<file path="src/rtl/mme_pkg.sv">
// shared types, constants and helpers of the matrix multiply engine
package mme_pkg;

	localparam int MAX_DIM_DEF   = 8;
	localparam int ELEM_BITS_DEF = 16;
	localparam int REG_BITS      = 4;
	localparam int CFG_IDX_BITS  = 2;
	localparam int IDX_BITS      = 3;
	localparam int VALUE_BITS    = 36;

	// configuration register indexes
	localparam logic [CFG_IDX_BITS-1:0] REG_ROWS_A     = 2'd0;
	localparam logic [CFG_IDX_BITS-1:0] REG_INNER_SIZE = 2'd1;
	localparam logic [CFG_IDX_BITS-1:0] REG_COLS_B     = 2'd2;

	// per-operation tag that rides along the mac pipeline
	typedef struct packed {
		logic                first;
		logic                last_t;
		logic [IDX_BITS-1:0] row;
		logic [IDX_BITS-1:0] col;
		logic                last;
	} tag_t;

	function automatic int addr_bits(input int depth);
		return (depth > 1) ? $clog2(depth) : 1;
	endfunction

	// zero reads as one, anything above the maximum reads as the maximum
	function automatic logic [REG_BITS-1:0] eff_dim(input logic [REG_BITS-1:0] v,
			input int max_dim);
		logic [REG_BITS-1:0] r;
		if (v == '0) begin
			r = REG_BITS'(1);
		end else if (int'(v) > max_dim) begin
			r = REG_BITS'(max_dim);
		end else begin
			r = v;
		end
		return r;
	endfunction

endpackage

</file>
<file path="src/rtl/mme_ram.sv">
// generic single-write, single-read ram with registered read data
module mme_ram #(
	parameter int WIDTH = 16,
	parameter int DEPTH = 64
) (
	input  logic                                 clk,
	input  logic                                 we,
	input  logic [mme_pkg::addr_bits(DEPTH)-1:0] waddr,
	input  logic [WIDTH-1:0]                     wdata,
	input  logic                                 re,
	input  logic [mme_pkg::addr_bits(DEPTH)-1:0] raddr,
	output logic [WIDTH-1:0]                     rdata
);
	import mme_pkg::*;

	logic [WIDTH-1:0] mem_q [DEPTH];

	always_ff @(posedge clk) begin
		if (we) begin
			mem_q[waddr] <= wdata;
		end
		if (re) begin
			rdata <= mem_q[raddr];
		end
	end

endmodule

</file>
<file path="src/rtl/mme_mac.sv">
// shared multiply-accumulate unit: registered product, then running sum
module mme_mac #(
	parameter int ELEM_BITS = mme_pkg::ELEM_BITS_DEF
) (
	input  logic                           clk,
	input  logic                           arst_n,
	input  logic                           adv,
	input  logic                           valid_s1,
	input  mme_pkg::tag_t                  tag_s1,
	input  logic [ELEM_BITS-1:0]           a_s1,
	input  logic [ELEM_BITS-1:0]           b_s1,
	output logic                           res_valid,
	output mme_pkg::tag_t                  res_tag,
	output logic [mme_pkg::VALUE_BITS-1:0] res_sum
);
	import mme_pkg::*;

	localparam int PW = 2 * ELEM_BITS;
	localparam int XW = (PW > VALUE_BITS) ? PW : VALUE_BITS;

	logic signed [PW-1:0]   prod_s2;
	tag_t                   tag_s2;
	logic                   valid_s2;
	logic [VALUE_BITS-1:0]  acc_q;
	logic signed [XW-1:0]   prod_x;
	logic [VALUE_BITS-1:0]  sum;

	always_ff @(posedge clk or negedge arst_n) begin
		if (!arst_n) begin
			valid_s2 <= 1'b0;
		end else if (adv) begin
			valid_s2 <= valid_s1;
		end
	end

	always_ff @(posedge clk) begin
		if (adv) begin
			prod_s2 <= $signed(a_s1) * $signed(b_s1);
			tag_s2  <= tag_s1;
		end
		if (adv && valid_s2) begin
			acc_q <= sum;
		end
	end

	// sum wraps at the output width
	assign prod_x = XW'(prod_s2);
	assign sum    = (tag_s2.first ? '0 : acc_q) + VALUE_BITS'(prod_x);

	assign res_valid = valid_s2 && tag_s2.last_t;
	assign res_tag   = tag_s2;
	assign res_sum   = sum;

endmodule

</file>
<file path="src/rtl/matrix_multiply_engine.sv">
// top level of the matrix multiply engine: loading, sequencer and result register
//
// Elements of A (rows_a x inner_size) and B (inner_size x cols_b) are loaded
// one beat per cycle in row-major order, op selecting the matrix. The beat that
// completes B starts the product: in_stall then stays high while a sequencer
// walks every (row, col, inner) triple through one shared multiply-accumulate
// unit, one multiply per cycle unless the output stalls, limited by the single
// read port of each store. The product therefore issues rows_a * cols_b *
// inner_size multiplies, each issue ending with its store read, then passes
// the pipeline (multiply, then accumulate into the output register) before
// the final result shows.
// Results leave in row-major order through an output register, out_last marks
// the final one. A stalled output freezes the issue and the pipeline. Loading
// of the next pair reopens right after the last issue, while trailing results
// still drain. A register write restarts loading of both matrices and should
// be done only while the block is idle. Extra A beats beyond rows_a*inner_size
// are dropped; a register value of zero acts as one, above MAX_DIM as MAX_DIM.
module matrix_multiply_engine #(
	parameter int MAX_DIM   = mme_pkg::MAX_DIM_DEF,
	parameter int ELEM_BITS = mme_pkg::ELEM_BITS_DEF
) (
	input  logic                             clk,
	input  logic                             arst_n,
	// configuration write port
	input  logic                             cfg_we,
	input  logic [mme_pkg::CFG_IDX_BITS-1:0] cfg_index,
	input  logic [mme_pkg::REG_BITS-1:0]     cfg_data,
	// element input channel
	input  logic                             in_valid,
	output logic                             in_stall,
	input  logic                             op,
	input  logic [ELEM_BITS-1:0]             elem_value,
	// result output channel
	output logic                             out_valid,
	input  logic                             out_stall,
	output logic [mme_pkg::IDX_BITS-1:0]     out_row,
	output logic [mme_pkg::IDX_BITS-1:0]     out_col,
	output logic [mme_pkg::VALUE_BITS-1:0]   out_value,
	output logic                             out_last
);
	import mme_pkg::*;

	localparam int STORE_DEPTH = MAX_DIM * MAX_DIM;
	localparam int ADDR_W      = addr_bits(STORE_DEPTH);
	localparam int CNT_W       = $clog2(STORE_DEPTH + 1);

	// one-hot sequencer states
	typedef enum logic [1:0] {
		ST_LOAD = 2'b01,
		ST_CALC = 2'b10
	} state_t;

	state_t state_q;

	// effective dimensions, already clamped
	logic [REG_BITS-1:0] m_q, k_q, n_q;
	logic [CNT_W-1:0]    a_count_q, b_count_q;
	logic [CNT_W-1:0]    a_size, b_size, b_cnt_nx;

	logic in_acc, a_wr, b_wr, b_done, cfg_hit;

	// issue counters
	logic [IDX_BITS-1:0] i_q, j_q, t_q;
	logic [ADDR_W-1:0]   a_base_q, b_addr_q, a_addr;
	logic                t_last, j_last, i_last;
	logic                issue, adv;

	// pipeline between store read and mac
	logic                 valid_s1;
	tag_t                 tag_s1, tag_s0;
	logic [ELEM_BITS-1:0] a_rd_s1, b_rd_s1;

	logic                  mac_valid;
	tag_t                  mac_tag;
	logic [VALUE_BITS-1:0] mac_sum;

	// result register
	logic                  res_valid_q;
	logic [IDX_BITS-1:0]   res_row_q, res_col_q;
	logic [VALUE_BITS-1:0] res_value_q;
	logic                  res_last_q;

	// ------------------------------------------------------------ loading

	assign in_stall = (state_q != ST_LOAD);
	assign in_acc   = in_valid && !in_stall;

	assign a_size = CNT_W'(m_q * k_q);
	assign b_size = CNT_W'(k_q * n_q);

	assign a_wr     = in_acc && !op && (a_count_q < a_size);
	assign b_wr     = in_acc && op && (b_count_q < b_size);
	assign b_cnt_nx = CNT_W'(b_count_q + CNT_W'(b_wr));
	// the beat that fills B kicks off the product
	assign b_done   = in_acc && op && (b_cnt_nx >= b_size);

	assign cfg_hit = cfg_we && (cfg_index inside {REG_ROWS_A, REG_INNER_SIZE, REG_COLS_B});

	always_ff @(posedge clk or negedge arst_n) begin
		if (!arst_n) begin
			m_q <= eff_dim(REG_BITS'(8), MAX_DIM);
			k_q <= eff_dim(REG_BITS'(8), MAX_DIM);
			n_q <= eff_dim(REG_BITS'(8), MAX_DIM);
		end else if (cfg_we) begin
			case (cfg_index)
				REG_ROWS_A:     m_q <= eff_dim(cfg_data, MAX_DIM);
				REG_INNER_SIZE: k_q <= eff_dim(cfg_data, MAX_DIM);
				REG_COLS_B:     n_q <= eff_dim(cfg_data, MAX_DIM);
				default: ;
			endcase
		end
	end

	always_ff @(posedge clk or negedge arst_n) begin
		if (!arst_n) begin
			a_count_q <= '0;
			b_count_q <= '0;
		end else if (cfg_hit || b_done) begin
			// register writes and a finished load both restart loading
			a_count_q <= '0;
			b_count_q <= '0;
		end else begin
			if (a_wr) begin
				a_count_q <= CNT_W'(a_count_q + CNT_W'(1));
			end
			b_count_q <= b_cnt_nx;
		end
	end

	// ------------------------------------------------------------ sequencer

	// whole pipeline moves only when the result register can take a beat
	assign adv   = !res_valid_q || !out_stall;
	assign issue = (state_q == ST_CALC) && adv;

	assign t_last = ({1'b0, t_q} == REG_BITS'(k_q - REG_BITS'(1)));
	assign j_last = ({1'b0, j_q} == REG_BITS'(n_q - REG_BITS'(1)));
	assign i_last = ({1'b0, i_q} == REG_BITS'(m_q - REG_BITS'(1)));

	// a element i*k+t, b element t*n+j
	assign a_addr = ADDR_W'(a_base_q + ADDR_W'(t_q));

	assign tag_s0.first  = (t_q == '0);
	assign tag_s0.last_t = t_last;
	assign tag_s0.row    = i_q;
	assign tag_s0.col    = j_q;
	assign tag_s0.last   = i_last && j_last;

	always_ff @(posedge clk or negedge arst_n) begin
		if (!arst_n) begin
			state_q  <= ST_LOAD;
			i_q      <= '0;
			j_q      <= '0;
			t_q      <= '0;
			a_base_q <= '0;
			b_addr_q <= '0;
		end else begin
			case (state_q)
				ST_LOAD: begin
					if (b_done) begin
						state_q  <= ST_CALC;
						i_q      <= '0;
						j_q      <= '0;
						t_q      <= '0;
						a_base_q <= '0;
						b_addr_q <= '0;
					end
				end
				ST_CALC: begin
					if (adv) begin
						if (!t_last) begin
							t_q      <= IDX_BITS'(t_q + IDX_BITS'(1));
							b_addr_q <= ADDR_W'(b_addr_q + ADDR_W'(n_q));
						end else begin
							t_q <= '0;
							if (!j_last) begin
								j_q      <= IDX_BITS'(j_q + IDX_BITS'(1));
								b_addr_q <= ADDR_W'(j_q + IDX_BITS'(1));
							end else begin
								j_q      <= '0;
								b_addr_q <= '0;
								i_q      <= IDX_BITS'(i_q + IDX_BITS'(1));
								a_base_q <= ADDR_W'(a_base_q + ADDR_W'(k_q));
								// last issue: loading reopens, tail drains
								if (i_last) begin
									state_q <= ST_LOAD;
								end
							end
						end
					end
				end
				default: state_q <= ST_LOAD;
			endcase
		end
	end

	// ------------------------------------------------------------ stores

	mme_ram #(
		.WIDTH (ELEM_BITS),
		.DEPTH (STORE_DEPTH)
	) u_a_store (
		.clk   (clk),
		.we    (a_wr),
		.waddr (a_count_q[ADDR_W-1:0]),
		.wdata (elem_value),
		.re    (issue),
		.raddr (a_addr),
		.rdata (a_rd_s1)
	);

	mme_ram #(
		.WIDTH (ELEM_BITS),
		.DEPTH (STORE_DEPTH)
	) u_b_store (
		.clk   (clk),
		.we    (b_wr),
		.waddr (b_count_q[ADDR_W-1:0]),
		.wdata (elem_value),
		.re    (issue),
		.raddr (b_addr_q),
		.rdata (b_rd_s1)
	);

	always_ff @(posedge clk or negedge arst_n) begin
		if (!arst_n) begin
			valid_s1 <= 1'b0;
		end else if (adv) begin
			valid_s1 <= (state_q == ST_CALC);
		end
	end

	always_ff @(posedge clk) begin
		if (adv) begin
			tag_s1 <= tag_s0;
		end
	end

	// ------------------------------------------------------------ mac

	mme_mac #(
		.ELEM_BITS (ELEM_BITS)
	) u_mac (
		.clk       (clk),
		.arst_n    (arst_n),
		.adv       (adv),
		.valid_s1  (valid_s1),
		.tag_s1    (tag_s1),
		.a_s1      (a_rd_s1),
		.b_s1      (b_rd_s1),
		.res_valid (mac_valid),
		.res_tag   (mac_tag),
		.res_sum   (mac_sum)
	);

	// ------------------------------------------------------------ result register

	always_ff @(posedge clk or negedge arst_n) begin
		if (!arst_n) begin
			res_valid_q <= 1'b0;
		end else if (adv && mac_valid) begin
			res_valid_q <= 1'b1;
		end else if (!out_stall) begin
			res_valid_q <= 1'b0;
		end
	end

	always_ff @(posedge clk) begin
		if (adv && mac_valid) begin
			res_row_q   <= mac_tag.row;
			res_col_q   <= mac_tag.col;
			res_value_q <= mac_sum;
			res_last_q  <= mac_tag.last;
		end
	end

	assign out_valid = res_valid_q;
	assign out_row   = res_row_q;
	assign out_col   = res_col_q;
	assign out_value = res_value_q;
	assign out_last  = res_last_q;

endmodule

</file>
<file path="config.mk">
export PLATFORM = sky130hd
export DESIGN_NAME = matrix_multiply_engine
export DESIGN_NICKNAME = d
export VERILOG_FILES = /design/src/rtl/mme_pkg.sv /design/src/rtl/mme_ram.sv /design/src/rtl/mme_mac.sv /design/src/rtl/matrix_multiply_engine.sv
export SDC_FILE = /design/constraint.sdc
export NUM_CORES = 2
export LEC_CHECK = 0
export BUFFER_PORTS_ARGS = -buffer_cell sky130_fd_sc_hd__buf_2
export CORE_MARGIN = 2
export CORE_UTILIZATION = 51
export DETAILED_ROUTE_END_ITERATION = 12
export MAX_ROUTING_LAYER = met4
export PLACE_DENSITY = 0.64
export SYNTH_ARGS = -nofsm -noshare
export SYNTH_HDL_FRONTEND = slang
export SYNTH_SLANG_ARGS = --single-unit
</file>
<file path="constraint.sdc">
create_clock -name clk -period 7.5 [get_ports clk]
set_input_delay 1.5 -clock clk [delete_from_list [all_inputs] [get_ports clk]]
set_output_delay 1.5 -clock clk [all_outputs]
set_load 0.01 [all_outputs]
</file>
### Word-level counts from Yosys, hierarchy flattened

Memory sizes are Yosys's and may differ from the RTL's. A register that Yosys moved wholly into a read port is not among the register bits.
Index checks and enable logic that the tools add are counted.

| word-level totals | value |
|---|---|
| flip-flop bits (word level) | 181 |
| latch bits | 0 |
| bits in writable memories | 2048 |
| ROM bits | 0 |
| input bits | 28 |
| output and inout port bits | 45 |
| logic and storage cells | 136 |
| memories kept | 2 |

| operators by class | value |
|---|---|
| add/subtract/negate cells | 13 |
| $mul | 3 |
| divide/modulo/power cells | 0 |
| order comparisons | 4 |
| equal/unequal tests | 14 |
| shift operators | 0 |
| multiplexer cells | 39 |
| bitwise logic cells | 0 |
| reductions and logical operators | 31 |

Memory list:

| memory | words | bits a word | read ports | clocked after Yosys merged registers in | write ports | RTL line | RTL |
|---|---|---|---|---|---|---|---|
| u_a_store.mem_q | 64 | 16 | 1 | 1 | 1 | mme_ram.sv:16 | `logic [WIDTH-1:0] mem_q [DEPTH];` |
| u_b_store.mem_q | 64 | 16 | 1 | 1 | 1 | mme_ram.sv:16 |  |

Operators with widths:

| cell | number |
|---|---|
| $add A36 B36 Y36 | 1 |
| $mux W36 | 1 |
| $mux W6 | 6 |
| $mul A16 B16 Y32 | 1 |
| $mux W3 | 9 |
| $pmux W6 S2 | 2 |
| $mux W7 | 3 |
| $pmux W3 S2 | 3 |
| $lt A7 B7 Y1 | 2 |
| $mul A4 B4 Y7 | 2 |
| $add A6 B4 Y6 | 2 |
| $eq A3 B4 Y1 | 3 |
| $logic_and A1 B1 Y1 | 12 |
| $mux W4 | 3 |
| $sub A4 B1 Y4 const B | 3 |
| $mux W2 | 5 |
| $ne A2 B2 Y1 const B | 5 |
| $reduce_and A5 Y1 | 2 |
| $add A3 B1 Y3 const B | 3 |
| $add A7 B1 Y7 | 1 |
| $add A7 B1 Y7 const B | 1 |
| $ge A7 B7 Y1 | 1 |
| $add A6 B3 Y6 | 1 |
| $mux W1 | 6 |
| other kinds (16) | 26 |

### Logic depth before layout (Yosys ltp)

| logic depth | value |
|---|---|
| depth in word-level cells | 10 |
| gate-level depth with buffers | 26 |

### Hierarchy

A second synthesis with hierarchy kept.

| unflattened totals | value |
|---|---|
| cells, all modules | 5629 |
| area, all modules | 100485.1 um2 |

By module, submodules not included:

| module | instances | cells each | area an instance (um2) | sequential area each (um2) |
|---|---|---|---|---|
| mme_ram | 2 | 1829 | 40202.3 | 31230.0 |
| mme_mac | 1 | 1469 | 14332.5 | 2337.2 |
| matrix_multiply_engine | 1 | 502 | 5748.0 | 2842.7 |

### Worst setup path after synthesis

Ideal clock, no wire load.

| timing | value |
|---|---|
| path kind | reg2reg |
| start | register u_a_store.rdata[13], read port of u_a_store.mem_q |
| end | register u_mac.prod_s2[31] (data pin) |
| library setup time | 260 ps |
| arrival | 5891 ps |
| required time | 7240 ps |
| slack | 1349 ps |
| stages on the path, launching flop included | 24 |
| path buffers | 1 |
| period minus slack after synthesis | 6151 ps |
| path through | edfxtp_1 > clkbuf_1 > nand2_1 > fa_1 > inv_1 > fa_1 > inv_1 > fa_1 > inv_1 > fa_1 > inv_1 > fa_1 > inv_1 > fa_1 > ha_1 > a21o_1 > a31o_2 > a221oi_1 > a21oi_1 > o21ai_0 > a311oi_1 > a211o_1 > a21oi_1 > xnor2_1 |

| between the ends | value |
|---|---|
| longest elaborated chain between the ends | 1 |

Ends and longest elaborated chain:

| what | RTL line | RTL |
|---|---|---|
| from (decl) | mme_ram.sv:12 | `output logic [WIDTH-1:0] rdata` |
| $mul A16 B16 Y32 | mme_mac.sv:38 | `prod_s2 <= $signed(a_s1) * $signed(b_s1);` |
| to (signal assigned) | mme_mac.sv:38 |  |
| to (decl) | mme_mac.sv:21 | `logic signed [PW-1:0] prod_s2;` |

No other way between the ends.
A chain may end at the register's enable or synchronous reset.

### Worst setup path after layout

| timing | value |
|---|---|
| start | register u_b_store.rdata[1], read port of u_b_store.mem_q |
| end | register u_mac.prod_s2[31] (data pin) |

| between the ends | value |
|---|---|
| longest elaborated chain between the ends | 1 |

Ends and longest elaborated chain:

| what | RTL line |
|---|---|
| from (decl) | mme_ram.sv:12 |
| $mul A16 B16 Y32 | mme_mac.sv:38 |

No other way between the ends.

==> results.py <==
metrics = {
    "run_status": {
        "run_status": "complete, no violations",
    },
    "clocking": {
        "clk_pin_slew_worst_paths_ns": 0.06,
        "worst_skew_pair.late_latency_ns": 0.86,
        "cts.hold.buffers_added": 0,
        "cts-resized-gates": 0,
        "cts.path.max_buffers": 3,
        "clock_sink_count": 2261,
        "htreeDepth": 4,
        "tritoncts_buffer_count": 217,
        "cts-root-buf": "sky130_fd_sc_hd__clkbuf_16",
        "cts_tree": "done",
        "post_cts.repair.setup_buffers": 0,
    },
    "routing": {
        "remaining_drc_errors": 0,
        "postRouteWirelength_microns": 233000,
        "route.vias.total": 48300,
        "detail_route.iter0.violations": 5791,
        "antenna_violating_nets_post_route": 0,
        "route.detailed.vias_per_inst": 6.02,
        "wire_per_inst_microns": 29.1,
        "detail_route.first_pass.iterations": 6,
    },
    "global_routing": {
        "grt_pass1_wl_microns": 340000,
        "grt_overflow": 0,
        "grt.total_usage": 0.246,
        "grt_start_max_net_pins": 114,
        "antenna_violations_before_repair": 25,
        "vias_in_the_first_global_route": 49200,
    },
    "floorplan": {
        "placement_rows": 161,
        "number_of_ports_placed_on_the_die_boundary": 73,
        "die_h_microns": 444,
        "floorplan.initialDensity": 0.513,
        "die_area_sq_um": 197000,
        "placeableCoreArea_sq_um": 193000,
        "die_x_microns": 444,
    },
    "synth": {
        "post_synth_instance_area_sq_um": 98800,
        "syn_nets": 5504,
        "postSynthAreaPerCell_sq_um": 19.6,
        "synth_cell_type_count": 75,
        "postSynthRegisterBits": 2261,
        "synth.yosys.seq_area_share": 0.685,
        "synth_enable_flop_cells": 2209,
        "share_of_flip_flops_with_an_asynchronous_set_or_reset": 0.0230,
        "ys.warnings.count": 0,
        "most_frequently_used_flop_master_after_synthesis": "sky130_fd_sc_hd__edfxtp_1",
        "number_of_instances_in_the_synthesized_netlist": 5029,
    },
    "setup_path": {
        "arrival_ns": 7.42,
        "path_common_cell": "sky130_fd_sc_hd__fa_1",
        "critPathRequiredTime_ns": 8.06,
        "critical_path.startpoint_type": "flip-flop",
        "crit_path_end_kind": "flip-flop",
        "critPathMaxFanout": 16,
        "worst-setup-path-type": "reg2reg",
        "timing.critical_path.cells": "nand2_1, fa_1, inv_1, fa_1, inv_1, fa_1, inv_1, fa_1, inv_1, fa_1, inv_1, fa_1, ha_1, a21o_1, a31o_2, a221oi_1, a21oi_1, o21ai_0, a311oi_1, a211o_1, a21oi_1, xnor2_1",
        "largest_stage_delay_worst_path_ns": 0.72,
        "cp_slowest_cell": "sky130_fd_sc_hd__edfxtp_1",
    },
    "power_and_ir_drop": {
        "combinationalPowerShare": 0.285,
        "power_per_cell_area_nw_per_um2": 322,
        "internal_power_mw": 25.0,
        "design_power_total_mw": 35.5,
        "clock_power_share": 0.298,
        "switching_share": 0.295,
        "power.sequential.fraction": 0.416,
        "net-switching-power_mw": 10.5,
        "p_leak_nw": 36.7,
        "ir_worst_vdd_v": 0.000283,
    },
    "placement": {
        "dp.final_hpwl_microns": 141000,
        "finalWeightedCongestion": 0.852,
        "placement.io_buffers": 72,
        "placement_stage_worst_setup_slack_ns": 0.681,
    },
    "sta": {
        "shortest_clock_period_the_worst_path_allows_after_layout_ns": 6.86,
        "finalHoldViolations": 0,
        "timing.setup.tns_ns": 0,
        "timing.clock.skew_ns": 0.0388,
        "maxSlewViolCount": 0,
        "fin_crit_sh": 0.914,
        "timing_worst_slew_pin_value_ns": 1.19,
        "fmax_ghz": 0.146,
        "setup_violations": 0,
        "slew_headroom": 0.209,
        "grt_setup_unrepaired": "no",
        "layout_setup_ws_ns": 0.644,
    },
    "finish": {
        "final.fill_count": 14300,
        "mostFrequentLayoutCells": "sky130_fd_sc_hd__edfxtp_1 (2209), sky130_fd_sc_hd__mux4_2 (672), sky130_fd_sc_hd__inv_1 (349)",
        "layout_commonest_cell": "sky130_fd_sc_hd__edfxtp_1",
        "final_core_utilization": 0.571,
        "nets": 5768,
        "drive_above_1_share": 0.234,
        "syn_to_final_growth_pct": 11.3,
    },
    "flow_run": {
        "maxCapViolCount": 0,
    },
    "worst_hold_path": {
        "min_path_type": "reg2reg",
    },
}
sequential cells by signal, indices dropped and copies added (netlist names), 4 cells and up:
signal           count
u_a_store.mem_q   1024
u_b_store.mem_q   1024
out_value           36
u_mac.acc_q         36
u_mac.prod_s2       32
u_a_store.rdata     16
u_b_store.rdata     16
tag_s1               9
u_mac.res_tag        9
a_count_q            7
b_count_q            7
a_base_q             6
b_addr_q             6
k_q                  4
m_q                  4
n_q                  4
worst max-delay path: cells and delay by family, from the launching register on:
kind / cells / cell delay [ns]
AO/OA/AOI/OAI: 8 / 1.96
XOR/XNOR: 1 / 0.08
AND/OR/NAND/NOR: 1 / 0.17
adder cells (fa/ha/maj): 7 / 3.33
buffers and inverters: 5 / 0.28
flip-flops: 1 / 0.72
final timing paths:
check / startpoint / endpoint / slack (ns) / depth (start not counted)
max: u_b_store.rdata[1] / u_mac.prod_s2[31] / 0.64 / 22
min: tag_s1[6] / u_mac.res_tag[6] / 0.42 / 0
max reg2reg: u_b_store.rdata[1] / u_mac.prod_s2[31] / 0.64 / 22
min reg2reg: tag_s1[6] / u_mac.res_tag[6] / 0.42 / 0
max in group asynchronous: arst_n / b_addr_q[1] / 6.13 / 2
min in group asynchronous: arst_n / a_base_q[0] / 0.80 / 2
cells by family after synthesis:
family,count (synthesis),synth area share
xor+xnor,109,0.00966
fa+ha+maj,447,0.0774
flops,2261,0.685
buf+inv,561,0.0223
mux,678,0.154
compound gates,246,0.0165
simple gates,727,0.0355
power groups by stage:
stage | Clock, mW | Combinational, mW | Sequential (mW)
after CTS | 10.8 | 10.2 | 14.8
after global placement | 0 | 10.1 | 15.0
final | 10.6 | 10.1 | 14.8
after global routing | 11.2 | 10.9 | 14.8
after floorplan | 0 | 7.24 | 14.8
after detailed placement | 0 | 10.2 | 15.0
layer usage:
layer | global-route usage | vias to the layer above | share of wire
li1 | - | 20300 | -
met1 | 0.358 | 26000 | 0.43
met2 | 0.377 | 1697 | 0.48
met3 | 0.0344 | 270 | 0.070
met4 | 0.0554 | 0 | 0.018
met5 | - | - | 0
area by class of cell:
type / instances / area [sq um] / share of cell area
flip-flops and latches: 2261 / 67700 / 0.615
multi-input cells: 2207 / 29100 / 0.264
clock buffers: 276 / 5790 / 0.0526
well taps: 2526 / 3160 / 0.0287
repair buffers: 256 / 1890 / 0.0172
inverters: 350 / 1310 / 0.0119
clock inverters: 128 / 1070 / 0.00969
diodes: 14 / 35.0 / 0.000319
Yosys cell counts, types with 32 or more instances:
library cell	n	area share
sky130_fd_sc_hd__clkbuf_1	128	0.0049
sky130_fd_sc_hd__nor2b_1	53	0.0034
sky130_fd_sc_hd__ha_1	173	0.022
sky130_fd_sc_hd__mux4_2	672	0.15
sky130_fd_sc_hd__xor2_1	32	0.0028
sky130_fd_sc_hd__o21ai_0	45	0.0023
sky130_fd_sc_hd__inv_1	349	0.013
sky130_fd_sc_hd__dfrtp_1	48	0.012
sky130_fd_sc_hd__a21o_1	44	0.0033
sky130_fd_sc_hd__fa_1	274	0.056
sky130_fd_sc_hd__and2_1	122	0.0077
sky130_fd_sc_hd__xnor2_1	77	0.0068
sky130_fd_sc_hd__edfxtp_1	2209	0.67
sky130_fd_sc_hd__nor2_1	191	0.0073
sky130_fd_sc_hd__nand2_1	227	0.0086
sky130_fd_sc_hd__buf_2	63	0.0032
sky130_fd_sc_hd__a21oi_1	69	0.0035
metrics by stage:
stage          area (sq um)  cells  hold WS [ns]
6_report             110000   8018         0.418
5_1_grt              110000   8014         0.427
4_1_cts              110000   8004         0.409
3_5_place_dp         103000   7600         0.405
3_3_place_gp         103000   7600         0.401
2_1_floorplan         98800   5029         0.400
Power figures use the tool's default switching activity.
